--- config.mk ---
export PLATFORM = sky130hd
export DESIGN_NAME = binary_morse_stream_decoder_core
export DESIGN_NICKNAME = d
export VERILOG_FILES = /design/src/sv/bmsd_pkg.sv /design/src/sv/binary_morse_stream_decoder_core.sv /design/src/sv/bmsd_front.sv /design/src/sv/bmsd_back.sv
export SDC_FILE = /design/constraint.sdc
export NUM_CORES = 1
export LEC_CHECK = 0
export ABC_AREA = 1
export ABC_CLOCK_PERIOD_IN_PS = 4510
export BUFFER_PORTS_ARGS = -buffer_cell sky130_fd_sc_hd__buf_2
export CAP_MARGIN = 10
export CORE_MARGIN = 2
export CORE_UTILIZATION = 40
export DETAILED_ROUTE_END_ITERATION = 8
export SLEW_MARGIN = 0
export SYNTH_ARGS = -nofsm -noshare
export SYNTH_HDL_FRONTEND = slang
export SYNTH_HIERARCHICAL = 1
export SYNTH_SLANG_ARGS = --single-unit
--- constraint.sdc ---
create_clock -name clk -period 4.51 [get_ports clk]
set_clock_uncertainty 0.15 [all_clocks]
set_input_delay 0.902 -clock clk [delete_from_list [all_inputs] [get_ports clk]]
set_output_delay 0.902 -clock clk [all_outputs]
set_load 0.01 [all_outputs]
--- src/sv/bmsd_pkg.sv ---
// Shared types, constants and the Morse character table for the Morse stream decoder.
`default_nettype none

package bmsd_pkg;

  localparam int MAX_CODE_BITS_DEF = 14;

  localparam int BYTE_W  = 8;
  localparam int CHAR_W  = 7;
  localparam int DROP_W  = 8;
  localparam int TDATA_W = 16;

  localparam int ROM_DEPTH     = 46;
  localparam int ROM_CODE_BITS = 14;
  localparam int ROM_LEN_W     = 4;

  localparam logic [DROP_W-1:0] DROP_MAX     = '1;
  localparam logic [CHAR_W-1:0] SPACE_CHAR   = 7'd32;
  localparam logic [CHAR_W-1:0] UNKNOWN_CHAR = 7'd0;

  // Symbol codes, two bits each.
  localparam logic [1:0] SYM_END_LETTER = 2'b00;
  localparam logic [1:0] SYM_DASH       = 2'b01;
  localparam logic [1:0] SYM_DOT        = 2'b10;
  localparam logic [1:0] SYM_END_WORD   = 2'b11;

  // One queued byte of four symbols.
  typedef struct packed {
    logic [BYTE_W-1:0] sym_byte;
  } q_item_t;

  typedef struct packed {
    logic [ROM_LEN_W-1:0]     len;
    logic [ROM_CODE_BITS-1:0] code;
    logic [CHAR_W-1:0]        ch;
  } rom_entry_t;

  // Dot is 10, dash is 01, first mark in the highest bits.
  localparam rom_entry_t ROM [ROM_DEPTH] = '{
    '{4'd4,  14'b10_01,                7'h41},
    '{4'd8,  14'b01_10_10_10,          7'h42},
    '{4'd8,  14'b01_10_01_10,          7'h43},
    '{4'd6,  14'b01_10_10,             7'h44},
    '{4'd2,  14'b10,                   7'h45},
    '{4'd8,  14'b10_10_01_10,          7'h46},
    '{4'd6,  14'b01_01_10,             7'h47},
    '{4'd8,  14'b10_10_10_10,          7'h48},
    '{4'd4,  14'b10_10,                7'h49},
    '{4'd8,  14'b10_01_01_01,          7'h4A},
    '{4'd6,  14'b01_10_01,             7'h4B},
    '{4'd8,  14'b10_01_10_10,          7'h4C},
    '{4'd4,  14'b01_01,                7'h4D},
    '{4'd4,  14'b01_10,                7'h4E},
    '{4'd6,  14'b01_01_01,             7'h4F},
    '{4'd8,  14'b10_01_01_10,          7'h50},
    '{4'd8,  14'b01_01_10_01,          7'h51},
    '{4'd6,  14'b10_01_10,             7'h52},
    '{4'd6,  14'b10_10_10,             7'h53},
    '{4'd2,  14'b01,                   7'h54},
    '{4'd6,  14'b10_10_01,             7'h55},
    '{4'd8,  14'b10_10_10_01,          7'h56},
    '{4'd6,  14'b10_01_01,             7'h57},
    '{4'd8,  14'b01_10_10_01,          7'h58},
    '{4'd8,  14'b01_10_01_01,          7'h59},
    '{4'd8,  14'b01_01_10_10,          7'h5A},
    '{4'd10, 14'b01_01_01_01_01,       7'h30},
    '{4'd10, 14'b10_01_01_01_01,       7'h31},
    '{4'd10, 14'b10_10_01_01_01,       7'h32},
    '{4'd10, 14'b10_10_10_01_01,       7'h33},
    '{4'd10, 14'b10_10_10_10_01,       7'h34},
    '{4'd10, 14'b10_10_10_10_10,       7'h35},
    '{4'd10, 14'b01_10_10_10_10,       7'h36},
    '{4'd10, 14'b01_01_10_10_10,       7'h37},
    '{4'd10, 14'b01_01_01_10_10,       7'h38},
    '{4'd10, 14'b01_01_01_01_10,       7'h39},
    '{4'd12, 14'b10_01_01_01_01_10,    7'h27},
    '{4'd12, 14'b10_01_01_10_01_10,    7'h40},
    '{4'd12, 14'b01_01_01_10_10_10,    7'h3A},
    '{4'd12, 14'b01_01_10_10_01_01,    7'h2C},
    '{4'd14, 14'b10_10_10_01_10_10_01, 7'h24},
    '{4'd10, 14'b01_10_10_10_01,       7'h3D},
    '{4'd12, 14'b01_10_01_10_01_01,    7'h21},
    '{4'd12, 14'b10_01_10_01_10_01,    7'h2E},
    '{4'd12, 14'b10_10_01_01_10_10,    7'h3F},
    '{4'd12, 14'b10_01_10_10_01_10,    7'h22}
  };

  // Codes in the table are unique, so at most one entry matches.
  function automatic logic [CHAR_W-1:0] rom_lookup(input logic [ROM_CODE_BITS-1:0] code,
                                                   input logic [ROM_LEN_W-1:0]     len);
    logic [CHAR_W-1:0] ch;
    ch = UNKNOWN_CHAR;
    for (int i = 0; i < ROM_DEPTH; i++) begin
      if (ROM[i].len == len && ROM[i].code == code) begin
        ch = ROM[i].ch;
      end
    end
    return ch;
  endfunction

endpackage

`default_nettype wire

--- src/sv/binary_morse_stream_decoder_core.sv ---
// A byte is written into the byte queue on its beat and reaches the symbol stepper from there;
// a result it causes is registered in the output register.
// Throughput: one symbol per cycle while a byte is queued and the output is not stalled, plus
// an extra step for each word end that follows a kept code; the single symbol stepper sets this rate.
// A two-entry byte queue sits between input and stepper, and one output register follows it.
// Reset (rst, synchronous) clears the code, length, dropped count, symbol index, pending space, queue and output valid.
`default_nettype none

module binary_morse_stream_decoder_core #(
  parameter int MAX_CODE_BITS = bmsd_pkg::MAX_CODE_BITS_DEF
) (
  input  wire logic                         clk,
  input  wire logic                         rst,
  input  wire logic                         s_tvalid,
  output logic                              s_tready,
  input  wire logic [bmsd_pkg::BYTE_W-1:0]  s_tdata,   // in_byte
  output logic                              m_tvalid,
  input  wire logic                         m_tready,
  output logic [bmsd_pkg::TDATA_W-1:0]      m_tdata,   // out_char, dropped_count, zero pad
  output logic                              m_tlast    // last_of_byte
);

  logic              head_valid;
  bmsd_pkg::q_item_t head;
  logic              pop;

  bmsd_front u_front (
    .clk        (clk),
    .rst        (rst),
    .s_tvalid   (s_tvalid),
    .s_tready   (s_tready),
    .s_tdata    (s_tdata),
    .head_valid (head_valid),
    .head       (head),
    .pop        (pop)
  );

  bmsd_back #(
    .MAX_CODE_BITS (MAX_CODE_BITS)
  ) u_back (
    .clk        (clk),
    .rst        (rst),
    .head_valid (head_valid),
    .head       (head),
    .pop        (pop),
    .m_tvalid   (m_tvalid),
    .m_tready   (m_tready),
    .m_tdata    (m_tdata),
    .m_tlast    (m_tlast)
  );

endmodule

`default_nettype wire

--- src/sv/bmsd_front.sv ---
// Input side: accepts bytes and queues them for the symbol stepper.
`default_nettype none

module bmsd_front (
  input  wire logic                        clk,
  input  wire logic                        rst,
  input  wire logic                        s_tvalid,
  output logic                             s_tready,
  input  wire logic [bmsd_pkg::BYTE_W-1:0] s_tdata,    // in_byte
  output logic                             head_valid,
  output bmsd_pkg::q_item_t                head,
  input  wire logic                        pop
);

  bmsd_pkg::q_item_t mem [2];
  bmsd_pkg::q_item_t item;
  logic              wr_ptr;
  logic              rd_ptr;
  logic [1:0]        count;
  logic              push;

  assign item.sym_byte = s_tdata;

  assign s_tready   = (count != 2'd2);
  assign push       = s_tvalid && s_tready;
  assign head_valid = (count != 2'd0);
  assign head       = mem[rd_ptr];

  always_ff @(posedge clk) begin
    if (push) begin
      mem[wr_ptr] <= item;
    end
  end

  always_ff @(posedge clk) begin
    if (rst) begin
      wr_ptr <= 1'b0;
      rd_ptr <= 1'b0;
      count  <= 2'd0;
    end else begin
      if (push) begin
        wr_ptr <= ~wr_ptr;
      end
      if (pop) begin
        rd_ptr <= ~rd_ptr;
      end
      count <= count + 2'(push) - 2'(pop);
    end
  end

endmodule

`default_nettype wire

--- src/sv/bmsd_back.sv ---
// Execution side: steps through the symbols of each queued byte and emits characters.
`default_nettype none

module bmsd_back #(
  parameter int MAX_CODE_BITS = bmsd_pkg::MAX_CODE_BITS_DEF
) (
  input  wire logic                         clk,
  input  wire logic                         rst,
  input  wire logic                         head_valid,
  input  wire bmsd_pkg::q_item_t            head,
  output logic                              pop,
  output logic                              m_tvalid,
  input  wire logic                         m_tready,
  output logic [bmsd_pkg::TDATA_W-1:0]      m_tdata,    // out_char, dropped_count, zero pad
  output logic                              m_tlast     // last_of_byte
);

  localparam int LW  = $clog2(MAX_CODE_BITS + 2);
  localparam int LXW = (LW + 1 > 5) ? LW + 1 : 5;
  localparam int XW  = (MAX_CODE_BITS > bmsd_pkg::ROM_CODE_BITS) ?
                       MAX_CODE_BITS : bmsd_pkg::ROM_CODE_BITS;

  logic [MAX_CODE_BITS-1:0]       code_bits;
  logic [MAX_CODE_BITS-1:0]       code_bits_next;
  logic [LW-1:0]                  code_len;
  logic [LW-1:0]                  code_len_next;
  logic [bmsd_pkg::DROP_W-1:0]    dropped;
  logic [bmsd_pkg::DROP_W-1:0]    dropped_next;
  logic [1:0]                     idx;
  logic                           space_pend;
  logic                           space_pend_next;

  logic [1:0]                     sym;
  logic [LXW-1:0]                 len_x;
  logic [XW-1:0]                  code_x;
  logic                           code_ok;
  logic [bmsd_pkg::CHAR_W-1:0]    rom_char;
  logic                           emit;
  logic [bmsd_pkg::CHAR_W-1:0]    emit_char;
  logic                           emit_last;
  logic                           advance;
  logic                           out_free;
  logic                           fire;
  logic [1:0]                     later_sym;
  logic [1:0]                     later_marks;
  logic                           more_after;

  always_comb begin
    case (idx)
      2'd0:    sym = head.sym_byte[7:6];
      2'd1:    sym = head.sym_byte[5:4];
      2'd2:    sym = head.sym_byte[3:2];
      default: sym = head.sym_byte[1:0];
    endcase
  end

  // Separators after the current one start from an empty code, so whether any of them
  // still yields a result depends on this byte alone.
  always_comb begin
    more_after  = 1'b0;
    later_marks = '0;
    later_sym   = bmsd_pkg::SYM_END_LETTER;
    for (int k = 1; k < 4; k++) begin
      if (2'(k) > idx) begin
        later_sym = head.sym_byte[7-2*k -: 2];
        if (later_sym == bmsd_pkg::SYM_DOT || later_sym == bmsd_pkg::SYM_DASH) begin
          later_marks = later_marks + 2'd1;
        end else begin
          if (later_sym == bmsd_pkg::SYM_END_WORD ||
              (later_marks != '0 && 2 * int'(later_marks) <= MAX_CODE_BITS)) begin
            more_after = 1'b1;
          end
          later_marks = '0;
        end
      end
    end
  end

  assign len_x   = LXW'(code_len);
  assign code_x  = XW'(code_bits);
  assign code_ok = (len_x != '0) && (len_x <= LXW'(MAX_CODE_BITS));

  // Codes longer than any table entry cannot match.
  assign rom_char = (len_x <= LXW'(bmsd_pkg::ROM_CODE_BITS)) ?
                    bmsd_pkg::rom_lookup(code_x[bmsd_pkg::ROM_CODE_BITS-1:0],
                                         len_x[bmsd_pkg::ROM_LEN_W-1:0]) :
                    bmsd_pkg::UNKNOWN_CHAR;

  always_comb begin
    emit            = 1'b0;
    emit_char       = bmsd_pkg::UNKNOWN_CHAR;
    emit_last       = 1'b0;
    advance         = 1'b0;
    code_bits_next  = code_bits;
    code_len_next   = code_len;
    dropped_next    = dropped;
    space_pend_next = space_pend;
    if (space_pend) begin
      emit            = 1'b1;
      emit_char       = bmsd_pkg::SPACE_CHAR;
      emit_last       = !more_after;
      space_pend_next = 1'b0;
      advance         = 1'b1;
    end else begin
      case (sym) inside
        bmsd_pkg::SYM_DOT, bmsd_pkg::SYM_DASH: begin
          advance = 1'b1;
          if (len_x + LXW'(2) <= LXW'(MAX_CODE_BITS)) begin
            code_bits_next = (code_bits << 2) | MAX_CODE_BITS'(sym);
            code_len_next  = code_len + LW'(2);
          end else begin
            code_len_next = LW'(MAX_CODE_BITS + 1);
          end
        end
        default: begin
          code_bits_next = '0;
          code_len_next  = '0;
          if (code_ok) begin
            emit      = 1'b1;
            emit_char = rom_char;
            // A word end after a kept code needs a second step for the space.
            if (sym == bmsd_pkg::SYM_END_WORD) begin
              space_pend_next = 1'b1;
            end else begin
              emit_last = !more_after;
              advance   = 1'b1;
            end
          end else begin
            if (dropped != bmsd_pkg::DROP_MAX) begin
              dropped_next = dropped + 1'b1;
            end
            if (sym == bmsd_pkg::SYM_END_WORD) begin
              emit      = 1'b1;
              emit_char = bmsd_pkg::SPACE_CHAR;
              emit_last = !more_after;
            end
            advance = 1'b1;
          end
        end
      endcase
    end
  end

  assign out_free = !m_tvalid || m_tready;
  assign fire     = head_valid && (!emit || out_free);
  assign pop      = fire && advance && (idx == 2'd3);

  always_ff @(posedge clk) begin
    if (rst) begin
      code_bits  <= '0;
      code_len   <= '0;
      dropped    <= '0;
      idx        <= 2'd0;
      space_pend <= 1'b0;
    end else if (fire) begin
      code_bits  <= code_bits_next;
      code_len   <= code_len_next;
      dropped    <= dropped_next;
      space_pend <= space_pend_next;
      if (advance) begin
        idx <= idx + 2'd1;
      end
    end
  end

  always_ff @(posedge clk) begin
    if (rst) begin
      m_tvalid <= 1'b0;
    end else if (fire && emit) begin
      m_tvalid <= 1'b1;
    end else if (m_tready) begin
      m_tvalid <= 1'b0;
    end
  end

  always_ff @(posedge clk) begin
    if (fire && emit) begin
      m_tdata <= {1'b0, dropped_next, emit_char};
      m_tlast <= emit_last;
    end
  end

endmodule

`default_nettype wire

==> summary.md <==
| Metric | Value |
|---|---|
| Synthesized area | 3990 sq um |
| Number of flops mapped to enable cells by yosys | 32 |
| Vias | 3,367 |
| WP buf/inv | 4 |
| GR Util All Layers | 16.4% |
| CP cell instances | mux2_2 -> a22o_1 -> o22ai_1 -> inv_1 -> ha_1 -> nor2_2 -> o21ai_2 -> nand2_2 -> nand2_4 -> a31oi_1 -> inv_1 -> nor2_1 -> xnor2_1 -> ha_1 -> inv_1 -> nand2_1 -> nand2_1 -> inv_1 -> nand2_1 -> a21oi_2 |
| Crit share post-route | 83.7% |
| DRT Pass-1 Iters | 5 |
| Mean Syn Cell Area | 7.88 sq um |
| Max-slew headroom | 51.8% |
| Post CTS Setup Buffer Count | 0 |
| Largest family of logic cells by synthesized area | simple AND/OR/NAND/NOR gates |
| Seq/Total Area, Yosys | 41.7% |
| Largest net degree at the start of global routing | 23 |
| Storage element area | 1660 sq um |
| XOR/XNOR Fraction of Synth Area | 1.76% |
| Post-Syn Instances | 506 |
| Vias in the first global route | 3,260 |
| Root Buffer | clkbuf_8 |
| Core ar. | 9730 sq um |
| Number of CTS-inserted buffers | 9 |
| Die area | 10,800 sq um |
| Share of flip-flops with an asynchronous set or reset | 0% |
| Final Hold Fails | 0 |
| Fillcell total | 998 |
| Crit path max-delay family | simple AND/OR/NAND/NOR gates |
| First-pass GRT wire length | 14,700 um |
| Distinct cells, synth | 44 |
| Hold-fix buffers, CTS | 0 |
| Worst hold path class | flip-flop to flip-flop |
| IO Pins | 31 |
| WL/cell | 12.5 um |
| Max-slew violations | 0 |
| Leakage | 0.00179 uW |
| Syn_nets | 532 |
| Peak supply drop | 0.240 mV |
| Grt total ovfl | 0 |
| Crit end category | flip-flop |
| Min Tclk post-route | 3.78 ns |
| Multi-input logic area | 1940 sq um |
| Mux cell area share after synthesis | 2.26% |
| Layout cells sized above 1 | 17.3% |
| Most numerous cell on the critical path | inv_1 |
| CP max-delay cell | dfxtp_1 |
| Vias per inst | 4.98 |
| Crit path largest cell delay | 0.51 ns |
| Synth Area in Compound Gates | 14.0% |
| Placer Congestion | 0.878 |
| Final HPWL DP | 6550 um |
| DP Cell Count | 660 |
| Clock Sinks | 67 |
| CP max FO | 17 |
| Initial antenna violation count | 0 |
| Final Cell Area | 4440 sq um |
| Initial DRC Count | 160 |
| Htree depth | 3 |
| Final worst slack | 0.734 ns |
| Synthesis-to-finish area growth | 11.3% |
| CP arrival | 3.83 ns |
| Worst EP required | 4.57 ns |
| Worst-Margin Slew | 0.717 ns |
| Clk buf depth | 2 |
| Finished Layout Cells | 676 |
| Die W | 104 um |
| Setup_tns | 0 ns |
| Initial Util | 41.0% |
| Clk slew on worst S/H paths | 0.07 ns |
| Site Rows | 36 |
| Post-Route WL | 8440 um |
| Max Cap Viol | 0 |
| Remaining antenna violation count after routing | 0 |
| CTS tree | done |
| Status | completed |
| PwrDens | 465 nW/um^2 |
| Worst Hold Slack | 0.337 ns |
| Drt drc | 0 |
| Synth Area in Adders | 4.39% |
| Die Y | 104 um |
| Placement Cell Area | 4250 sq um |
| DP Worst Slack | 0.722 ns |
| Total number of yosys warnings | 6 |
| Fin nets | 564 |
| Worst-Skew Late Latency | 0.34 ns |
| Fmax | 265 MHz |
| Synth Register Bits | 67 |
| Port bufs | 29 |
| Ant. Diodes | 0 |
| Simple-gate share of the synthesized area | 26.2% |
| Setup CP Type | flip-flop to flip-flop |
| Finish-stage setup viols | 0 |
| CP Launch Type | flip-flop |
| Top_reg_cell synth | dfxtp_1 |
| RSZ-0062 raised after global routing | false |
| Resize count post-CTS | 0 |
state kept, by name, summed over array words and instances (netlist names), named ones only:
register,cells
u_back/idx,2
u_back/code_bits,14
u_front/wr_ptr,1
u_back/m_tvalid,1
u_front/mem,16
u_front/rd_ptr,1
u_back/m_tdata,15
u_front/count,2
u_back/dropped,8
u_back/code_len,4
u_back/m_tlast,1
u_back/space_pend,1
stage by stage:
stage	utilization [%]	power, uW
2_1_floorplan	-	1420
3_3_place_gp	43.6	1580
3_5_place_dp	43.6	1590
4_1_cts	45.6	2080
5_1_grt	45.6	2210
6_report	45.6	2060
report_power, final:
group / internal, uW / total [uW] / switching [uW]
Clock: 253 / 483 / 230
Combinational: 234 / 743 / 509
Sequential: 771 / 837 / 66.6
logic make-up after synthesis:
logic type,count (synthesis)
AOI/OAI and AO/OA,86
and+or+nand+nor,226
DFF,67
adders and majority gates,14
xor gates and xnor gates,8
buffers and inverters,96
other,1
muxes,8
area by class of cell:
cell class	instances	share of cell area (%)
multi-input combinational	343	43.8
sequential	67	37.4
inverter	88	7.44
tap	133	3.75
timing repair buffer	29	3.27
clock buffer	9	2.79
clock inverter	7	1.52
cells in the mapped netlist (3+ instances only):
library cell,number,area (sq um)
nand2_2,13,81.3
a21oi_1,24,120
clkbuf_1,4,15.0
a211oi_1,3,22.5
nor3_1,17,85.1
edfxtp_1,32,961
inv_1,83,312
dfxtp_1,35,701
o41ai_1,3,26.3
o22ai_1,3,18.8
a21oi_2,11,96.3
inv_2,5,18.8
a31oi_1,4,25.0
xor2_1,5,43.8
nand2_1,78,293
xnor2_1,3,26.3
nor4_1,4,25.0
ha_1,14,175
nand4_1,10,62.6
mux2_2,8,90.1
nand3_1,22,110
nor2_1,69,259
o21ai_0,26,130
nor2_4,3,33.8
worst reg2reg max path: cells and delay by family (launching register included):
| kind | cells | cell delay [ns] |
|---|---|---|
| xor+xnor | 1 | 0.13 |
| simple gates | 7 | 0.86 |
| compound gates | 5 | 0.83 |
| mux | 1 | 0.40 |
| fa+ha+maj | 2 | 0.45 |
| buf+inv | 4 | 0.32 |
| flops | 1 | 0.51 |
cells in the final DEF (no fill, tap or decap), drive strengths merged:
master and count:
xor2 5, nor2 75, o2111a 1, clkbuf 9
conb 1, mux2 8, o22ai 3, nor4 4
buf 29, inv 89, a211oi 3, and3 1
clkinvlp 2, o21ai 27, o2111ai 1, nand3b 2
o31ai 1, xnor2 3, nand2 93, dfxtp 35
nand3 23, a31oi 4, ha 14, bufinv 1
a22o 2, a311oi 1, edfxtp 32, o41ai 3
nand4 10, nor3 18, a221oi 1, o211ai 1
a21o 1, clkinv 3, a21oi 37
final timing paths:
kind,from,end,slack [ns],cells after the start
setup / recovery,flip-flop,u_front/count[1],0.73,20
hold / removal,u_back/code_bits[0],u_back/code_bits[2],0.34,2
setup reg to reg,flip-flop,u_front/count[1],0.73,20
hold reg to reg,u_back/code_bits[0],u_back/code_bits[2],0.34,2
per-layer routing:
metal | track usage (%) | vias to the layer above | wire length (um)
met3 | 3.46 | 20 | 397
met1 | 20.8 | 1520 | 3930
met5 | 0 | - | 0
met2 | 27.3 | 89 | 3900
li1 | - | 1738 | -
met4 | 6.47 | 0 | 204
Power figures use the tool's default switching activity.
